===== src/double_ended_queue_unit_defines.svh =====
// Assertion macros for the double-ended queue unit.
`ifndef DOUBLE_ENDED_QUEUE_UNIT_DEFINES_SVH
`define DOUBLE_ENDED_QUEUE_UNIT_DEFINES_SVH

`ifndef ASSERT_OFF
`define DEQ_ASSERT_SAME(label, ante, cons) \
  label: assert property (@(posedge clk) disable iff (rst) (ante) |-> (cons)) \
    else $error("deque assertion failed");
`define DEQ_ASSERT_NEXT(label, ante, cons) \
  label: assert property (@(posedge clk) disable iff (rst) (ante) |=> (cons)) \
    else $error("deque assertion failed");
`else
`define DEQ_ASSERT_SAME(label, ante, cons)
`define DEQ_ASSERT_NEXT(label, ante, cons)
`endif

`endif


===== src/deq_pkg.sv =====
// Types and constants shared by the double-ended queue unit.
package deq_pkg;

  localparam int ACTION_W = 3;
  localparam int VALUE_W  = 32;
  localparam int STATUS_W = 2;

  typedef enum logic [ACTION_W-1:0] {
    ACT_PUSH_FRONT = 3'd0,
    ACT_PUSH_BACK  = 3'd1,
    ACT_POP_FRONT  = 3'd2,
    ACT_POP_BACK   = 3'd3,
    ACT_LIST_FWD   = 3'd4,
    ACT_LIST_REV   = 3'd5
  } action_t;

  typedef enum logic [STATUS_W-1:0] {
    STAT_OK    = 2'd0,
    STAT_EMPTY = 2'd1,
    STAT_FULL  = 2'd2
  } status_t;

  typedef enum logic [1:0] {
    ST_IDLE,
    ST_EXEC,
    ST_EMIT
  } state_t;

  // Result load request from the sequencer to the output register.
  typedef struct packed {
    logic    load;
    logic    use_data;
    status_t status;
    logic    last;
  } deq_res_t;

endpackage


===== src/deq_ram.sv =====
// Generic single-write, single-read RAM with registered read data.
module deq_ram #(
  parameter int WIDTH = 32,
  parameter int DEPTH = 32
) (
  input  logic                     clk,
  input  logic                     we,
  input  logic [$clog2(DEPTH)-1:0] waddr,
  input  logic [WIDTH-1:0]         wdata,
  input  logic                     re,
  input  logic [$clog2(DEPTH)-1:0] raddr,
  output logic [WIDTH-1:0]         rdata
);

  logic [WIDTH-1:0] mem [DEPTH];

  always_ff @(posedge clk) begin
    if (we) begin
      mem[waddr] <= wdata;
    end
    if (re) begin
      rdata <= mem[raddr];
    end
  end

endmodule


===== src/deq_ctrl.sv =====
// Command sequencer: ring indices, entry count, shared index stepper, list walk.
module deq_ctrl import deq_pkg::*; #(
  parameter int DEPTH = 32
) (
  input  logic                     clk,
  input  logic                     rst,
  input  logic                     in_valid,
  input  logic [ACTION_W-1:0]      in_action,
  input  logic [VALUE_W-1:0]       in_value,
  output logic                     in_ready,
  input  logic                     out_free,
  output logic                     ram_we,
  output logic [$clog2(DEPTH)-1:0] ram_waddr,
  output logic [VALUE_W-1:0]       ram_wdata,
  output logic                     ram_re,
  output logic [$clog2(DEPTH)-1:0] ram_raddr,
  output deq_res_t                 res
);

  localparam int IDX_W = $clog2(DEPTH);
  localparam int CNT_W = $clog2(DEPTH + 1);
  localparam logic [IDX_W-1:0] IDX_LAST = IDX_W'(DEPTH - 1);
  localparam logic [CNT_W-1:0] CNT_FULL = CNT_W'(DEPTH);

  state_t             state, state_next;
  action_t            cmd_action;
  logic [VALUE_W-1:0] cmd_value;
  logic [IDX_W-1:0]   front, front_next;
  logic [IDX_W-1:0]   back, back_next;
  logic [CNT_W-1:0]   count, count_next;
  logic [IDX_W-1:0]   walk, walk_next;
  logic [CNT_W-1:0]   remain, remain_next;
  logic               list_rev, list_rev_next;
  status_t            pend_status, pend_status_next;
  logic               pend_data, pend_data_next;
  logic               pend_list, pend_list_next;

  // Shared index stepper
  logic [IDX_W-1:0] step_src, step_out;
  logic             step_down;

  logic full, empty, final_item;

  assign full       = (count == CNT_FULL);
  assign empty      = (count == '0);
  assign final_item = !pend_list || (remain == CNT_W'(1));
  assign in_ready   = (state == ST_IDLE);
  assign ram_wdata  = cmd_value;

  always_comb begin
    if (step_down) begin
      step_out = (step_src == '0) ? IDX_LAST : step_src - IDX_W'(1);
    end else begin
      step_out = (step_src == IDX_LAST) ? '0 : step_src + IDX_W'(1);
    end
  end

  always_comb begin
    state_next = state;
    case (state)
      ST_IDLE: begin
        if (in_valid) state_next = ST_EXEC;
      end
      ST_EXEC: begin
        case (cmd_action)
          ACT_PUSH_FRONT, ACT_PUSH_BACK, ACT_POP_FRONT,
          ACT_POP_BACK, ACT_LIST_FWD, ACT_LIST_REV: state_next = ST_EMIT;
          default: state_next = ST_IDLE;
        endcase
      end
      ST_EMIT: begin
        if (out_free && final_item) state_next = ST_IDLE;
      end
      default: state_next = ST_IDLE;
    endcase
  end

  // Stepper operand, memory port controls and result load
  always_comb begin
    step_src  = front;
    step_down = 1'b0;
    ram_we    = 1'b0;
    ram_waddr = back;
    ram_re    = 1'b0;
    ram_raddr = front;
    res       = '{load: 1'b0, use_data: pend_data, status: pend_status, last: final_item};
    case (state)
      ST_EXEC: begin
        case (cmd_action)
          ACT_PUSH_FRONT: begin
            step_src  = front;
            step_down = 1'b1;
            ram_we    = !full;
            ram_waddr = step_out;
          end
          ACT_PUSH_BACK: begin
            step_src  = back;
            ram_we    = !full;
            ram_waddr = back;
          end
          ACT_POP_FRONT, ACT_LIST_FWD: begin
            step_src  = front;
            ram_re    = !empty;
            ram_raddr = front;
          end
          ACT_POP_BACK, ACT_LIST_REV: begin
            step_src  = back;
            step_down = 1'b1;
            ram_re    = !empty;
            ram_raddr = step_out;
          end
          default: ;
        endcase
      end
      ST_EMIT: begin
        res.load  = out_free;
        step_src  = walk;
        step_down = list_rev;
        // fetch the next entry of a listing as this one leaves
        ram_re    = out_free && !final_item;
        ram_raddr = step_out;
      end
      default: ;
    endcase
  end

  always_comb begin
    front_next       = front;
    back_next        = back;
    count_next       = count;
    walk_next        = walk;
    remain_next      = remain;
    list_rev_next    = list_rev;
    pend_status_next = pend_status;
    pend_data_next   = pend_data;
    pend_list_next   = pend_list;
    case (state)
      ST_EXEC: begin
        pend_status_next = STAT_OK;
        pend_data_next   = 1'b0;
        pend_list_next   = 1'b0;
        case (cmd_action)
          ACT_PUSH_FRONT, ACT_PUSH_BACK: begin
            if (full) begin
              pend_status_next = STAT_FULL;
            end else begin
              count_next = count + CNT_W'(1);
              if (cmd_action == ACT_PUSH_FRONT) front_next = step_out;
              else back_next = step_out;
            end
          end
          ACT_POP_FRONT, ACT_POP_BACK: begin
            if (empty) begin
              pend_status_next = STAT_EMPTY;
            end else begin
              pend_data_next = 1'b1;
              count_next     = count - CNT_W'(1);
              if (cmd_action == ACT_POP_FRONT) front_next = step_out;
              else back_next = step_out;
            end
          end
          ACT_LIST_FWD, ACT_LIST_REV: begin
            if (empty) begin
              pend_status_next = STAT_EMPTY;
            end else begin
              pend_data_next = 1'b1;
              pend_list_next = 1'b1;
              remain_next    = count;
              list_rev_next  = (cmd_action == ACT_LIST_REV);
              walk_next      = (cmd_action == ACT_LIST_REV) ? step_out : front;
            end
          end
          default: ;
        endcase
      end
      ST_EMIT: begin
        if (out_free && !final_item) begin
          walk_next   = step_out;
          remain_next = remain - CNT_W'(1);
        end
      end
      default: ;
    endcase
  end

  always_ff @(posedge clk) begin
    if (rst) begin
      state <= ST_IDLE;
      front <= '0;
      back  <= '0;
      count <= '0;
    end else begin
      state <= state_next;
      front <= front_next;
      back  <= back_next;
      count <= count_next;
    end
  end

  always_ff @(posedge clk) begin
    if (in_valid && in_ready) begin
      cmd_action <= action_t'(in_action);
      cmd_value  <= in_value;
    end
    walk        <= walk_next;
    remain      <= remain_next;
    list_rev    <= list_rev_next;
    pend_status <= pend_status_next;
    pend_data   <= pend_data_next;
    pend_list   <= pend_list_next;
  end

endmodule


===== src/double_ended_queue_unit.sv =====
// Double-ended queue unit of signed 32-bit values held in a RAM ring of DEPTH
// entries. A command is taken when the unit is idle; it then passes through
// the EXEC and EMIT states, and its first result is loaded into the output
// register from EMIT once the output side is free. A push or pop returns to
// idle when its result is loaded. A listing of N entries streams one entry per
// cycle after the first while the output side is free, a rate set by the single
// RAM read port and the one shared index stepper. A finished result may wait in
// the output register while the next command is accepted.
`include "double_ended_queue_unit_defines.svh"

module double_ended_queue_unit import deq_pkg::*; #(
  parameter int DEPTH = 32
) (
  input  logic                clk,
  input  logic                rst,
  input  logic                s_axis_tvalid,
  output logic                s_axis_tready,
  input  logic [VALUE_W-1:0]  s_axis_tdata,  // value[31:0]
  input  logic [ACTION_W-1:0] s_axis_tuser,  // action[2:0]
  output logic                m_axis_tvalid,
  input  logic                m_axis_tready,
  output logic [VALUE_W-1:0]  m_axis_tdata,  // item_value[31:0]
  output logic [STATUS_W-1:0] m_axis_tuser,  // status[1:0]
  output logic                m_axis_tlast
);

  localparam int IDX_W = $clog2(DEPTH);

  logic               out_free;
  logic               ram_we, ram_re;
  logic [IDX_W-1:0]   ram_waddr, ram_raddr;
  logic [VALUE_W-1:0] ram_wdata, ram_rdata;
  deq_res_t           res;

  assign out_free = !m_axis_tvalid || m_axis_tready;

  deq_ctrl #(.DEPTH(DEPTH)) u_ctrl (
    .clk       (clk),
    .rst       (rst),
    .in_valid  (s_axis_tvalid),
    .in_action (s_axis_tuser),
    .in_value  (s_axis_tdata),
    .in_ready  (s_axis_tready),
    .out_free  (out_free),
    .ram_we    (ram_we),
    .ram_waddr (ram_waddr),
    .ram_wdata (ram_wdata),
    .ram_re    (ram_re),
    .ram_raddr (ram_raddr),
    .res       (res)
  );

  deq_ram #(.WIDTH(VALUE_W), .DEPTH(DEPTH)) u_ram (
    .clk   (clk),
    .we    (ram_we),
    .waddr (ram_waddr),
    .wdata (ram_wdata),
    .re    (ram_re),
    .raddr (ram_raddr),
    .rdata (ram_rdata)
  );

  always_ff @(posedge clk) begin
    if (rst) begin
      m_axis_tvalid <= 1'b0;
    end else if (res.load) begin
      m_axis_tvalid <= 1'b1;
    end else if (m_axis_tready) begin
      m_axis_tvalid <= 1'b0;
    end
  end

  always_ff @(posedge clk) begin
    if (res.load) begin
      m_axis_tdata <= res.use_data ? ram_rdata : '0;
      m_axis_tuser <= res.status;
      m_axis_tlast <= res.last;
    end
  end

  `DEQ_ASSERT_SAME(a_err_zero, m_axis_tvalid && (m_axis_tuser != STAT_OK), m_axis_tdata == '0)
  `DEQ_ASSERT_SAME(a_err_last, m_axis_tvalid && (m_axis_tuser != STAT_OK), m_axis_tlast)
  `DEQ_ASSERT_NEXT(a_busy_after_accept, s_axis_tvalid && s_axis_tready, !s_axis_tready)
  `DEQ_ASSERT_SAME(a_no_overwrite, res.load, out_free)

endmodule

===== config.mk =====
export PLATFORM = sky130hd
export DESIGN_NAME = double_ended_queue_unit
export DESIGN_NICKNAME = d
export VERILOG_FILES = /design/src/deq_pkg.sv /design/src/deq_ram.sv /design/src/deq_ctrl.sv /design/src/double_ended_queue_unit.sv
export VERILOG_INCLUDE_DIRS = /design/src /design/src/src
export SDC_FILE = /design/constraint.sdc
export NUM_CORES = 1
export LEC_CHECK = 0
export BUFFER_PORTS_ARGS = -buffer_cell sky130_fd_sc_hd__buf_2
export CORE_ASPECT_RATIO = 0.75
export CORE_MARGIN = 10
export CORE_UTILIZATION = 65
export CTS_BUF_LIST = sky130_fd_sc_hd__clkbuf_4 sky130_fd_sc_hd__clkbuf_8
export CTS_CLUSTER_DIAMETER = 80
export CTS_CLUSTER_SIZE = 10
export DETAILED_ROUTE_END_ITERATION = 10
export PLACE_DENSITY = 0.82
export SYNTH_ARGS = -nofsm -noshare
export SYNTH_HDL_FRONTEND = slang
export SYNTH_SLANG_ARGS = --single-unit

===== constraint.sdc =====
create_clock -name clk -period 5.4 [get_ports clk]
set_input_delay 0.27 -clock clk [delete_from_list [all_inputs] [get_ports clk]]
set_output_delay 0.27 -clock clk [all_outputs]
set_load 0.03 [all_outputs]

==> impl_metrics.toml, run 1 <==
[power_and_ir_drop]
p_seq_share_pct = 62.0
combPwrFrac_pct = 5.8
power.density_nw_per_um2 = 324.2
power_switching_uw = 3691
p_sw_share_pct = 22.41
internal_power_uw = 12780
irDropWorstVdd_mv = 0.3266
p_clk_share_pct = 32.2
leakagePower_uw = 0.01699

[die]
dieHeight_um = 249.8
die_area_um2 = 81510
die_w_um = 326.4
rows = 84
core_area_um2 = 69890
floorplan.initialDensity_pct = 65.46
pin_count = 76

[synthesis]
synthCells = 3032
ys.flop_type = "edfxtp_1"
seq_area_frac_synth_pct = 75.78
synth_cell_types = 64
synth_edf_count = 1142
synth_area_leader_cell = "edfxtp_1"
ys_warn_count = 0
yosys-top-cells-area = "edfxtp_1, nand2_1, mux4_2"
syn_area_per_cell_um2 = 15.09
async_flop_share_pct = 0
synth-seq-cells = 1161
syn-cell-area_um2 = 45750
synth_nets = 3085
synth_top_area_share_pct = 74.95

[worst_setup_path]
crit_fanout = 34
cp-start-kind = "flip-flop"
end_kind = "flip-flop"
cp.arrival_ns = 5.69
cp_data_required_time_ns = 5.94
criticalPathCategory = "reg -> reg"

[global_routing]
antenna_found_initial = 4
gr-usage-all-layers_pct = 28.78
gr-total-overflow = 0
grt_pass1_vias = 27860
grt_max_degree = 69
grt_pass1_wl_um = 175800

[cells_and_area]
finalNetCount = 3289
most-common-layout-cells = "edfxtp_1, nand2_1, a31oi_1"
syn_to_final_growth_pct = 11.07
finalNonFillerCells = 4205
fillerInstances = 4087
drive_gt1_share_pct = 15.40
diodes = 0
final_common_cell = "edfxtp_1"

[placed_design]
io_buffers = 75
place.detailed.hpwl_um = 69170
dp_cells = 4001
gp_congestion = 0.8850

[routing]
drt-initial-drc-count = 4284
wirelength_um = 119300
route.detailed.drc = 0
routed_via_density = 6.761
drt-pass1-iter-count = 7
vias = 28430
drt-wirelength-per-cell_um = 28.36
postRouteAntennaNets = 0

[hold_path]
min_path_type = "in -> reg"

[sta]
setup_violations = 0
tightest_slew_ns = 1.228
fin_skew_ns = 0.05466
rsz0062_at_grt = "false"
slew_viol_final = 0
timing.final.crit_period_ns = 5.148
hold_viol_final = 0
fin_crit_sh_pct = 95.33
finalSetupTns_ns = 0
slew_headroom_pct = 18.12
fmax_mhz = 194.3

[status]
status = "finished, final reports clean"

[clocking]
cts_buffer_depth = 3
insertion_delay_ns = 0.83
clkSlewWorstSetupHoldPaths_ns = 0.08
numCtsBuffers = 134
cts_tree = "yes"
clockRootBuffer = "clkbuf_8"
numClockSinks = 1161
ctsHtreeMaxLevel = 4

[run]
drv_cap = 0
registers in the layout, summed over array words and instances, names as in the netlist, 6 cells and up:
register          cells
u_ram.mem          1024
m_axis_tdata         32
u_ctrl.ram_wdata     32
u_ram.rdata          32
u_ctrl.count          6
u_ctrl.remain         6
power groups by stage:
stage / combinational [uW] / sequential [uW] / clock, uW
after floorplan: 598 / 10300 / 0
after global placement: 872 / 10400 / 0
after detailed placement: 902 / 10400 / 0
after CTS: 931 / 10200 / 5360
after global routing: 1020 / 10200 / 5690
final: 954 / 10200 / 5310
area by class of cell:
class                           count  area (um2)  share of cell area [%]
Sequential cell                  1161       34670                   68.23
Multi-Input combinational cell   1663       10430                   20.52
Timing Repair Buffer              259        2395                   4.713
Clock buffer                      150        1996                   3.927
Tap cell                          946        1184                   2.329
Clock inverter                      9       77.57                  0.1527
Inverter                           17       63.81                  0.1256
timing repair:
item,in CTS,in global routing
endpoints found under the setup margin,0,182
gates resized for setup,0,1
setup buffers,0,5
hold endpoints to repair,60,0
hold buffers,40,0
kinds of logic (layout without fill, tap and decap cells):
logic type                 Yosys count  in the layout  synth area share (%)
AOI/OAI and AO/OA                  502            502                 7.851
xor gates and xnor gates            13             13                0.2489
adders and majority gates           14             14                0.3993
buffers and inverters              208            435                 2.199
DFF                               1161           1161                 75.78
muxes                               68             68                 3.243
and+or+nand+nor                   1066           1066                 10.27
metrics by stage:
stage                     hold WS, ns  setup WS (ns)  utilization (%)  total power [uW]  cell area (um2)
after floorplan                0.3689         0.4465                -             10930            45750
final                          0.1553         0.2520            72.71             16470            50820
after CTS                     0.08999        0.01859            72.62             16490            50750
after detailed placement       0.4083        0.07224            69.08             11300            48280
after global placement         0.4130         0.3097            69.08             11260            48280
after global routing           0.1464        0.02107            72.71             16940            50820
routing by layer:
| metal | wire, um | track usage [%] | up-vias |
|---|---|---|---|
| met4 | 4632 | 12.60 | 2 |
| met2 | 54970 | 43.43 | 2211 |
| li1 | - | - | 11960 |
| met1 | 43460 | 39.79 | 13970 |
| met5 | 13 | 0 | - |
| met3 | 16180 | 7.301 | 289 |
final timing paths:
kind	slack [ns]	from	cells after the start	to
max	0.25	u_ctrl.state[0]	20	u_ram.rdata[5]
min	0.16	s_axis_tuser[2]	2	u_ctrl.cmd_action[2]
max reg2reg	0.25	u_ctrl.state[0]	20	u_ram.rdata[5]
min reg2reg	0.42	u_ctrl.pend_status[0]	0	m_axis_tuser[0]
synthesized netlist by cell type (3+ instances only):
library cell / instances
edfxtp_1: 1142
nand2_1: 671
a31oi_1: 160
clkbuf_1: 116
and3_1: 101
and2_1: 99
nand3_1: 83
nor2_1: 77
a211oi_1: 68
a221o_1: 64
mux4_2: 64
o22ai_1: 63
a21oi_1: 56
buf_2: 33
a311oi_1: 32
buf_6: 21
dfxtp_1: 19
inv_1: 15
buf_1: 14
o21ai_0: 14
ha_1: 13
nor3_1: 8
buf_4: 7
xnor2_1: 7
o211ai_1: 6
o21a_1: 6
xor2_1: 6
nor2b_1: 5
o31ai_1: 5
or3_1: 5
nand2b_1: 4
nand3b_1: 4
o21ai_1: 3
o31a_1: 3
or4_1: 3
critical path, cell delays in order, from the launching register on:
cell and delay, ns:
dfxtp_1 0.39, inv_1 0.09, ha_1 0.33, and2_4 0.17, and2_0 0.23, a222oi_1 0.58, inv_1 0.11, ha_1 0.22
and3_1 0.15, ha_1 0.21, o21ai_1 0.27, a32o_1 0.30, a31oi_4 0.05, buf_12 0.19, buf_12 0.14, buf_12 0.17
a211oi_1 0.29, a31oi_1 0.20, a221o_1 0.45, o22ai_1 0.18, o22ai_1 0.13
Note: power is estimated with default switching activity, not from simulation.
==> run 2, diff against run 1 <==
--- a/config.mk
+++ b/config.mk
@@ -14,6 +14,7 @@
 export CTS_CLUSTER_DIAMETER = 80
 export CTS_CLUSTER_SIZE = 10
 export DETAILED_ROUTE_END_ITERATION = 10
+export GPL_TIMING_DRIVEN = 0
 export PLACE_DENSITY = 0.82
 export SYNTH_ARGS = -nofsm -noshare
 export SYNTH_HDL_FRONTEND = slang
==> run 2 against run 1 <==
Effect of this change: clock-buffer cell count is 5 higher; worst setup slack lost 0.22 ns; clock power up 1%; critical endpoint is now u_ram.rdata[11]; first-iteration DRC count grew 16%; utilization increased by 0.29 points; largest cell class unchanged; combinational power is 9% higher; die area stayed put; final area up 0.40%; largest power group unchanged.
==> impl_metrics.toml, run 2 (synthesized netlist as in run 1, its figures left out) <==
[routing]
drt-pass1-iter-count = 6
postRouteAntennaNets = 0
vias = 29170
route.detailed.drc = 0
top_layer = "met4"
m1WireLength_um = 43660
drt-wirelength-per-cell_um = 27.58
route.met2.wl_um = 52490
routed_via_density = 6.792
wirelength_um = 118400
drt-initial-drc-count = 4977
wl_met3_um = 16390

[sta]
slew_headroom_pct = 4.413
fmax_mhz = 186.2
finalSetupTns_ns = 0
rsz0062_at_grt = "true"
hold_viol_final = 0
tightest_slew_ns = 1.434
fin_skew_ns = 0.03851
setup_violations = 0
slew_viol_final = 0
timing.final.crit_period_ns = 5.371
fin_crit_sh_pct = 99.47

[cells_and_area]
most-common-layout-cells = "edfxtp_1, nand2_1, a31oi_1"
final_common_cell = "edfxtp_1"
diodes = 0
final_util_pct = 73.00
finalNetCount = 3374
top_register = "u_ram.mem"
fillerInstances = 4058
drive_gt1_share_pct = 15.02
largest_reg_flops = 1024
syn_to_final_growth_pct = 11.51
stdcell_area_um2 = 51020
finalNonFillerCells = 4294

[placed_design]
gp_congestion = 0.8924
place_area_um2 = 48340
io_buffers = 74
place.detailed.hpwl_um = 80610
dp_cells = 4087

[clocking]
insertion_delay_ns = 0.82
numClockSinks = 1161
numCtsBuffers = 134
cts_buffer_depth = 3
clockRootBuffer = "clkbuf_8"
ctsHtreeMaxLevel = 4
clkSlewWorstSetupHoldPaths_ns = 0.08
cts_tree = "yes"

[global_routing]
gr-usage-all-layers_pct = 28.65
gr-total-overflow = 0
grt_pass1_vias = 28480
antenna_found_initial = 0
grt_pass1_wl_um = 175500
grt_max_degree = 33

[run]
drv_cap = 0

[worst_setup_path]
cp_top_family = "buffers and inverters"
cp-start-kind = "flip-flop"
end_kind = "flip-flop"
reg2reg_from = "u_ctrl.state[1]"
cp_cell_sequence = "inv_1, ha_1, buf_6, and2_4, and2_0, buf_2, a222oi_1, buf_4, inv_1, ha_1, nand3_1, o311a_2, buf_2, clkbuf_2, clkbuf_2, clkbuf_1, nand2_1, nand3_1, a31oi_1, o22ai_1"
crit_slowest_cell = "clkbuf_1"
regToRegEndpoint = "u_ram.rdata[11]"
r2r_slack_ns = 0.03
criticalPathCategory = "reg -> reg"
r2r_cells = 20
cp.arrival_ns = 5.94
cp.buffers_inverters = 9
crit_fanout = 10
critical-path-max-stage-delay_ns = 0.48
cp_data_required_time_ns = 5.97

[die]
dieHeight_um = 249.8
core_area_um2 = 69890
rows = 84
floorplan.initialDensity_pct = 65.46
pin_count = 76
die_area_um2 = 81510
die_w_um = 326.4

[power_and_ir_drop]
power.density_nw_per_um2 = 326.1
irDropWorstVdd_mv = 0.2768
leakagePower_uw = 0.01704
finalPower_uw = 16640

[hold_path]
min_path_type = "in -> reg"
worstHoldEndpoint = "u_ctrl.ram_wdata[31]"
hp-start = "s_axis_tdata[31]"
min_path_cells = 2

[status]
status = "finished, final reports clean"
## run 2: cell types whose count changed in the layout (fill, tap and decap cells not counted), sizes merged
cell	change
clkbuf	+124
clkinv	+1
clkinvlp	-1
buf	-32
inv	-1
dlygate4sd3	-2
## run 2: metrics by stage
| stage | hold WS, ns | setup slack (ns) |
|---|---|---|
| floorplan | 0.3689 | 0.4465 |
| global placement | 0.4142 | -2.990 |
| detailed placement | 0.4089 | -0.9940 |
| CTS | 0.1135 | 0.006152 |
| global route | 0.1511 | -0.1034 |
| finish | 0.1657 | 0.02868 |
## run 2: cell type report
class	instances	area, um2	area share [%]
tap	946	1184	2.320
multi-input combinational	1663	10390	20.37
buffer	190	1021	2.001
inverter	17	63.81	0.1251
sequential	1161	34670	67.96
clock inverter	8	77.57	0.1520
timing repair buffer	154	1577	3.090
clock buffer	155	2033	3.985
## run 2: worst max path at each step
| stage | start | end | slack (ns) | cells after the start |
|---|---|---|---|---|
| 2_1_floorplan | u_ctrl.state[1] | u_ram.mem[22][0] | 0.45 | 16 |
| 3_3_place_gp | u_ctrl.state[0] | u_ram.rdata[5] | -2.99 | 6 |
| 3_5_place_dp | u_ctrl.state[1] | u_ram.rdata[31] | -0.99 | 19 |
| 4_1_cts | u_ctrl.state[0] | u_ram.rdata[20] | 0.006 | 16 |
| 5_1_grt | u_ctrl.state[0] | u_ram.rdata[2] | -0.10 | 21 |
| 6_report | u_ctrl.state[1] | u_ram.rdata[11] | 0.03 | 20 |
## run 2: what timing repair did
| action | 4_1_cts | 5_1_grt |
|---|---|---|
| resized for setup | 27 | 60 |
| pin swaps | 2 | 2 |
| setup endpoints to repair | 32 | 118 |
| hold buffers | 38 | 0 |
| buffers inserted | 3 | 4 |
| hold endpoints to repair | 46 | 0 |
## run 2: per-layer routing
layer	track usage, %	up-vias
li1	-	12160
met1	39.82	14220
met2	42.35	2438
met3	7.364	356
met4	13.81	0
met5	0	-
## run 2: power breakdown
group / internal [uW] / switching (uW) / leakage (uW)
Sequential: 10000 / 200 / 0.0105
Clock: 2430 / 2940 / 0.00110
Combinational: 360 / 676 / 0.00548
Total: 12800 / 3820 / 0.0170
